`src/sv/rmo_pkg.sv`:
```
package rmo_pkg;

   // Configuration port
   localparam int CSR_INDEX_W = 3;
   localparam int CSR_DATA_W  = 16;

   localparam logic [CSR_INDEX_W-1:0] CSR_DELAY_LENGTH   = 3'd0;
   localparam logic [CSR_INDEX_W-1:0] CSR_MIX_GAIN       = 3'd1;
   localparam logic [CSR_INDEX_W-1:0] CSR_FEEDBACK_GAIN  = 3'd2;
   localparam logic [CSR_INDEX_W-1:0] CSR_SMOOTHING_GAIN = 3'd3;

   localparam int DELAY_W = 15;
   localparam int GAIN_W  = 16;

   localparam logic [DELAY_W-1:0] DELAY_LENGTH_RST   = 15'd8820;
   localparam logic [GAIN_W-1:0]  MIX_GAIN_RST       = 16'd13107;
   localparam logic [GAIN_W-1:0]  FEEDBACK_GAIN_RST  = 16'd19661;
   localparam logic [GAIN_W-1:0]  SMOOTHING_GAIN_RST = 16'd6554;

   // Word fields
   localparam int CARRIER_W   = 29;
   localparam int MODULATOR_W = 22;
   localparam int SAMPLE_W    = 16;
   localparam int STEP_W      = 32;
   localparam int SINE_MAG_W  = 15;

   // Shared multiplier operands
   localparam int MUL_A_W = 34;
   localparam int MUL_B_W = 17;
   localparam int MUL_P_W = MUL_A_W + MUL_B_W;

   // Multiplier operand selects
   localparam logic [2:0] MUL_SMC  = 3'd0;
   localparam logic [2:0] MUL_SMM  = 3'd1;
   localparam logic [2:0] MUL_PROD = 3'd2;
   localparam logic [2:0] MUL_FB   = 3'd3;
   localparam logic [2:0] MUL_MIX  = 3'd4;

   // Controller to datapath
   typedef struct packed {
      logic       load;
      logic       mul_en;
      logic [2:0] mul_sel;
      logic       upd_c;
      logic       upd_m;
      logic       advance;
      logic       rom_c;
      logic       rom_m;
      logic       mem_rd;
      logic       round_p;
      logic       wr_echo;
      logic       out_load;
      logic       clear_step;
   } cmd_type;

   // Datapath to controller
   typedef struct packed {
      logic block_start;
      logic clear_last;
   } sts_type;

   // Quarter-wave table build, elaboration only
   localparam logic [63:0] HALF_PI_Q30 = 64'd1686629713;
   localparam logic [63:0] TAYLOR_DIV [8] = '{64'd1, 64'd6, 64'd20, 64'd42,
                                              64'd72, 64'd110, 64'd156, 64'd210};

   function automatic logic [SINE_MAG_W-1:0] qsine_entry(input int unsigned idx,
                                                         input int unsigned tb);
      logic [63:0]        x;
      logic [63:0]        x2;
      logic [63:0]        term;
      logic signed [63:0] sum;
      logic signed [63:0] r;
      x    = (64'(2 * idx + 1) * HALF_PI_Q30) >> (tb + 1);
      x2   = (x * x) >> 30;
      term = x;
      sum  = signed'(x);
      for (int k = 1; k < 8; k++) begin
         term = ((term * x2) >> 30) / TAYLOR_DIV[k];
         if ((k & 1) != 0) begin
            sum = sum - signed'(term);
         end else begin
            sum = sum + signed'(term);
         end
      end
      if (sum < 0) begin
         sum = 0;
      end
      r = (sum + 64'sd16384) >>> 15;
      if (r > 64'sd32767) begin
         r = 64'sd32767;
      end
      return r[SINE_MAG_W-1:0];
   endfunction

   // Clamp an 18-bit sum to signed 16 bits
   function automatic logic signed [SAMPLE_W-1:0] sat16(input logic signed [17:0] v);
      if (v > 18'sd32767) begin
         return 16'sh7FFF;
      end else if (v < -18'sd32768) begin
         return 16'sh8000;
      end else begin
         return v[SAMPLE_W-1:0];
      end
   endfunction

endpackage

```
`src/sv/rmo_ctrl.sv`:
```
module rmo_ctrl (
   input  logic             clock,
   input  logic             reset,
   input  logic             req_valid,
   output logic             req_stall,
   output logic             rsp_valid,
   input  logic             rsp_stall,
   input  rmo_pkg::sts_type sts,
   output rmo_pkg::cmd_type cmd
);

   localparam logic [3:0] ST_CLEAR = 4'd0;
   localparam logic [3:0] ST_IDLE  = 4'd1;
   localparam logic [3:0] ST_SMC   = 4'd2;
   localparam logic [3:0] ST_SMCU  = 4'd3;
   localparam logic [3:0] ST_SMMU  = 4'd4;
   localparam logic [3:0] ST_ADV   = 4'd5;
   localparam logic [3:0] ST_ROMC  = 4'd6;
   localparam logic [3:0] ST_ROMM  = 4'd7;
   localparam logic [3:0] ST_PROD  = 4'd8;
   localparam logic [3:0] ST_FB    = 4'd9;
   localparam logic [3:0] ST_WR    = 4'd10;
   localparam logic [3:0] ST_OUT   = 4'd11;

   logic [3:0] state_ff;
   logic [3:0] state_in;
   logic       rsp_valid_ff;
   logic       rsp_valid_in;

   // Sequencer
   always_comb begin
      state_in = state_ff;
      cmd      = '0;
      unique case (state_ff)
         ST_CLEAR: begin
            cmd.clear_step = 1'b1;
            if (sts.clear_last) begin
               state_in = ST_IDLE;
            end
         end
         ST_IDLE: begin
            if (req_valid) begin
               cmd.load = 1'b1;
               state_in = ST_SMC;
            end
         end
         ST_SMC: begin
            if (sts.block_start) begin
               cmd.mul_en  = 1'b1;
               cmd.mul_sel = rmo_pkg::MUL_SMC;
               state_in    = ST_SMCU;
            end else begin
               state_in = ST_ADV;
            end
         end
         ST_SMCU: begin
            cmd.upd_c   = 1'b1;
            cmd.mul_en  = 1'b1;
            cmd.mul_sel = rmo_pkg::MUL_SMM;
            state_in    = ST_SMMU;
         end
         ST_SMMU: begin
            cmd.upd_m = 1'b1;
            state_in  = ST_ADV;
         end
         ST_ADV: begin
            cmd.advance = 1'b1;
            state_in    = ST_ROMC;
         end
         ST_ROMC: begin
            cmd.rom_c = 1'b1;
            state_in  = ST_ROMM;
         end
         ST_ROMM: begin
            cmd.rom_m = 1'b1;
            state_in  = ST_PROD;
         end
         ST_PROD: begin
            cmd.mul_en  = 1'b1;
            cmd.mul_sel = rmo_pkg::MUL_PROD;
            cmd.mem_rd  = 1'b1;
            state_in    = ST_FB;
         end
         ST_FB: begin
            cmd.round_p = 1'b1;
            cmd.mul_en  = 1'b1;
            cmd.mul_sel = rmo_pkg::MUL_FB;
            state_in    = ST_WR;
         end
         ST_WR: begin
            cmd.wr_echo = 1'b1;
            cmd.mul_en  = 1'b1;
            cmd.mul_sel = rmo_pkg::MUL_MIX;
            state_in    = ST_OUT;
         end
         ST_OUT: begin
            // wait for the output register to free up
            if (!(rsp_valid_ff && rsp_stall)) begin
               cmd.out_load = 1'b1;
               state_in     = ST_IDLE;
            end
         end
         default: begin
            state_in = ST_IDLE;
         end
      endcase
   end

   // Output word valid
   assign rsp_valid_in = cmd.out_load | (rsp_valid_ff & rsp_stall);

   always_ff @(posedge clock) begin
      if (reset) begin
         state_ff     <= ST_CLEAR;
         rsp_valid_ff <= 1'b0;
      end else begin
         state_ff     <= state_in;
         rsp_valid_ff <= rsp_valid_in;
      end
   end

   assign req_stall = (state_ff != ST_IDLE);
   assign rsp_valid = rsp_valid_ff;

endmodule

```
`config.mk`:
```
export PLATFORM = sky130hd
export DESIGN_NAME = rmo_ctrl
export DESIGN_NICKNAME = d
export VERILOG_FILES = /design/src/sv/rmo_pkg.sv /design/src/sv/rmo_ctrl.sv
export SDC_FILE = /design/constraint.sdc
export NUM_CORES = 1
export LEC_CHECK = 0
export BUFFER_PORTS_ARGS = -buffer_cell sky130_fd_sc_hd__buf_4
export CORE_AREA = 2 2 39 41
export CTS_CLUSTER_DIAMETER = 150
export DETAILED_ROUTE_END_ITERATION = 8
export DIE_AREA = 0 0 41 43
export PLACE_DENSITY = 0.59
export SYNTH_ARGS = -nofsm -noshare
export SYNTH_HDL_FRONTEND = slang
export SYNTH_SLANG_ARGS = --single-unit
```
`constraint.sdc`:
```
create_clock -name clock -period 2.45 [get_ports clock]
set_clock_uncertainty 0.2 [all_clocks]
set_input_delay 0.245 -clock clock [delete_from_list [all_inputs] [get_ports clock]]
set_output_delay 0.245 -clock clock [all_outputs]
set_load 0.02 [all_outputs]
```
==> results by group <==
Clock tree
  – CTS tree: yes
  – Inserted Clock Buffers: 3
  – Max Root-Sink Buffers: 2
  – Clk sinks: 5
  – CTS clk-pin slew, worst paths: 0.05 ns
  – Clk_lat worst skew: 0.23 ns
  – Level count of the clock H-tree: 1
  – Resize count post-CTS: 0
  – Post-CTS Setup Inserts: 0
  – Root Buffer: clkbuf_4
  – Hold buffers post-CTS: 0

GRT
  – Initial antenna violation count: 0
  – Remaining Overflow, GRT: 0
  – Vias in the first global route: 363
  – Largest net degree at the start of global routing: 19
  – Total track usage: 11.0%
  – First-pass GRT wire length: 1400 um

Logic synthesis
  – Yosys warns: 0
  – Syn_nets: 63
  – Area share of the leading cell type in the synthesized netlist: 24.5%
  – Largest cells by area after synthesis: dfxtp_1 (25%), nand2_1 (7.4%), a21oi_1 (6.1%), nand2b_1 (6.1%), nor3_1 (6.1%)
  – Mapped Area: 408 sq um
  – Number of synthesized register bits: 5
  – Register area share after synthesis: 24.5%
  – Cells after Synth: 57
  – Yosys top cell by area: dfxtp_1
  – Avg Cell Area, Syn: 7.16 sq um
  – Yosys cell types: 23

Drt
  – Via Count: 466
  – Routed wire length: 1020 um
  – DR top layer: met3
  – DR DRC count: 0
  – DR pass1 iterations: 3
  – Metal3 WL: 51 um
  – DR WL/cell: between 10 and 15 um
  – Vias per inst: 4.91
  – Detail Route Antenna Nets: 0
  – Initial DRC count: 9
  – WL met1: 482 um
  – Routed length on met2: 487 um

Pwr
  – Sw frac: 32.0%
  – Clock Power Share: about 34%
  – PwrDens: 456 mW/mm^2
  – Leak Pwr: 0.280 nW
  – Switch Pwr: between 0.00008 and 0.00009 W
  – Sequential Power Share: 38.7%
  – Worst VDD drop: 0.211 mV
  – Int Pwr: 0.000186 W
  – Combinational fraction of design power: approximately 28%

Floorplan
  – Number of I/O pins: 23
  – Die H: between 40 and 50 um
  – Initial Utilization: 29.5%
  – Die width: 41 um
  – Rows: 14
  – Core Box Area: 0.00138 sq mm
  – Area of the die: 0.00176 sq mm

Placement
  – Dpl cell area: between 500 and 600 sq um
  – Post-DP HPWL: 731 um
  – I/O Buffers: 22
  – RePlAce Congestion: 0.673

Critical path
  – Largest stage delay on the critical path: around 0.66 ns
  – R2r setup slk: 0.83 ns
  – CP Launch Point: state_ff[1]
  – CP Max Fanout: 18
  – Worst Setup End Kind: output port
  – Reg2reg end: state_ff[1]
  – Worst Setup EP: cmd[1]
  – CP Class: flop to output port
  – Crit path DAT: 1.48 ns
  – Crit path required time: 2.01 ns
  – CP max-delay cell: dfxtp_1
  – Startpoint Class: flop
  – R2r worst-path depth: 3
  – CP Cell Sequence: nand4b_1 -> a21oi_1 -> buf_4
  – R2r startpoint: state_ff[1]

Finish
  – N_diodes: 0
  – Fillers: roughly 140
  – Synth-to-layout area growth: 46.9%
  – Design Area, Final: 599 sq um
  – Share of layout cells above drive strength 1: between 30% and 40%
  – Nets: 86
  – Most frequent cells in the layout: buf_4 (22), nand2_1 (8)
  – Leading cell type in the layout, fill and taps excluded: buf_4

Status
  – Run status: complete, no violations

Timing
  – Final setup fails: 0
  – Final Hold Vio Count: 0
  – Setup TNS: 0 ns
  – Final Cycle Share: 78.4%
  – Slew margin rel.: 63.3%
  – Final Slew Violations: 0
  – Tmin final: 1.92 ns
  – RSZ-0062 raised after global routing: false
  – Fmax: 0.520 GHz
  – Worst-Margin Slew: around 0.55 ns
  – Min Hold Slack: around 0.024 ns

Min path
  – Worst hold path class: input port to flop

Flow run
  – Max Cap Viol: 0
-- power by group through the flow --
stage          clock network (W)  logic [W]  registers, W
6_report               0.0000922  0.0000755      0.000106
5_1_grt                 0.000100  0.0000817      0.000107
4_1_cts                0.0000946  0.0000762      0.000106
3_5_place_dp                   0  0.0000760      0.000108
3_3_place_gp                   0  0.0000757      0.000107
2_1_floorplan                  0  0.0000603     0.0000934
-- cells in the mapped netlist --
library cell	n
a211oi_1	1
a211oi_2	1
a21oi_1	5
a221oi_2	1
a311o_1	1
a31o_1	1
and3_1	3
buf_2	4
dfxtp_1	5
inv_1	2
nand2_1	8
nand2b_1	4
nand4b_1	1
nor2_1	5
nor2b_1	1
nor3_1	5
nor3b_2	1
nor4_1	2
nor4b_1	1
o21ai_1	1
or3_1	2
xnor2_1	1
xor2_1	1
-- worst max-delay path, delay by kind of cell (launching register included) --
family | cells | cell delay (ns)
flops | 1 | 0.66
compound gates | 1 | 0.17
buf+inv | 1 | 0.16
simple gates | 1 | 0.24
-- per-stage QoR --
| stage | power (W) | util, % | setup WS, ns | instances |
|---|---|---|---|---|
| after CTS | 0.000277 | 43.3 | 0.521 | 95 |
| final | 0.000274 | 43.3 | 0.528 | 95 |
| after global routing | 0.000289 | 43.3 | 0.392 | 95 |
| after detailed placement | 0.000184 | 41.4 | 0.766 | 91 |
| after floorplan | 0.000154 | - | 0.787 | 57 |
| after global placement | 0.000182 | 41.4 | 0.803 | 91 |
-- cell type report --
cell class	count	area [sq um]	area share, %
Inverter	2	7.51	1.25
Tap cell	16	20.0	3.34
Clock buffer	4	26.3	4.38
Timing Repair Buffer	22	165	27.6
Sequential cell	5	100	16.7
Multi-Input combinational cell	46	280	46.8
-- state kept, by name, summed over array words and instances, names as in the netlist --
register / cells
rsp_valid: 1
state_ff: 4
-- cell families after synthesis --
group / after synthesis / share of synthesized area (%)
AO/OA/AOI/OAI: 11 / 20.5
AND/OR/NAND/NOR: 33 / 43.9
XOR/XNOR: 2 / 4.30
flip-flops: 5 / 24.5
buffers and inverters: 6 / 6.75
-- worst min path at each step --
stage	endpoint	slack (ns)	from	depth (start not counted)
global route	rsp_valid	0.02	reset	2
global placement	state_ff[0]	0.27	reset	2
finish	rsp_valid	0.02	reset	2
detailed placement	state_ff[0]	0.27	reset	2
floorplan	state_ff[0]	0.11	reset	1
CTS	state_ff[0]	0.03	reset	2
-- per-layer routing --
layer | GRT usage, % | up-vias
li1 | - | 247
met1 | 12.9 | 204
met2 | 18.8 | 15
met3 | 1.57 | 0
met4 | 4.00 | 0
met5 | 0 | -
Power figures use the tool's default switching activity.
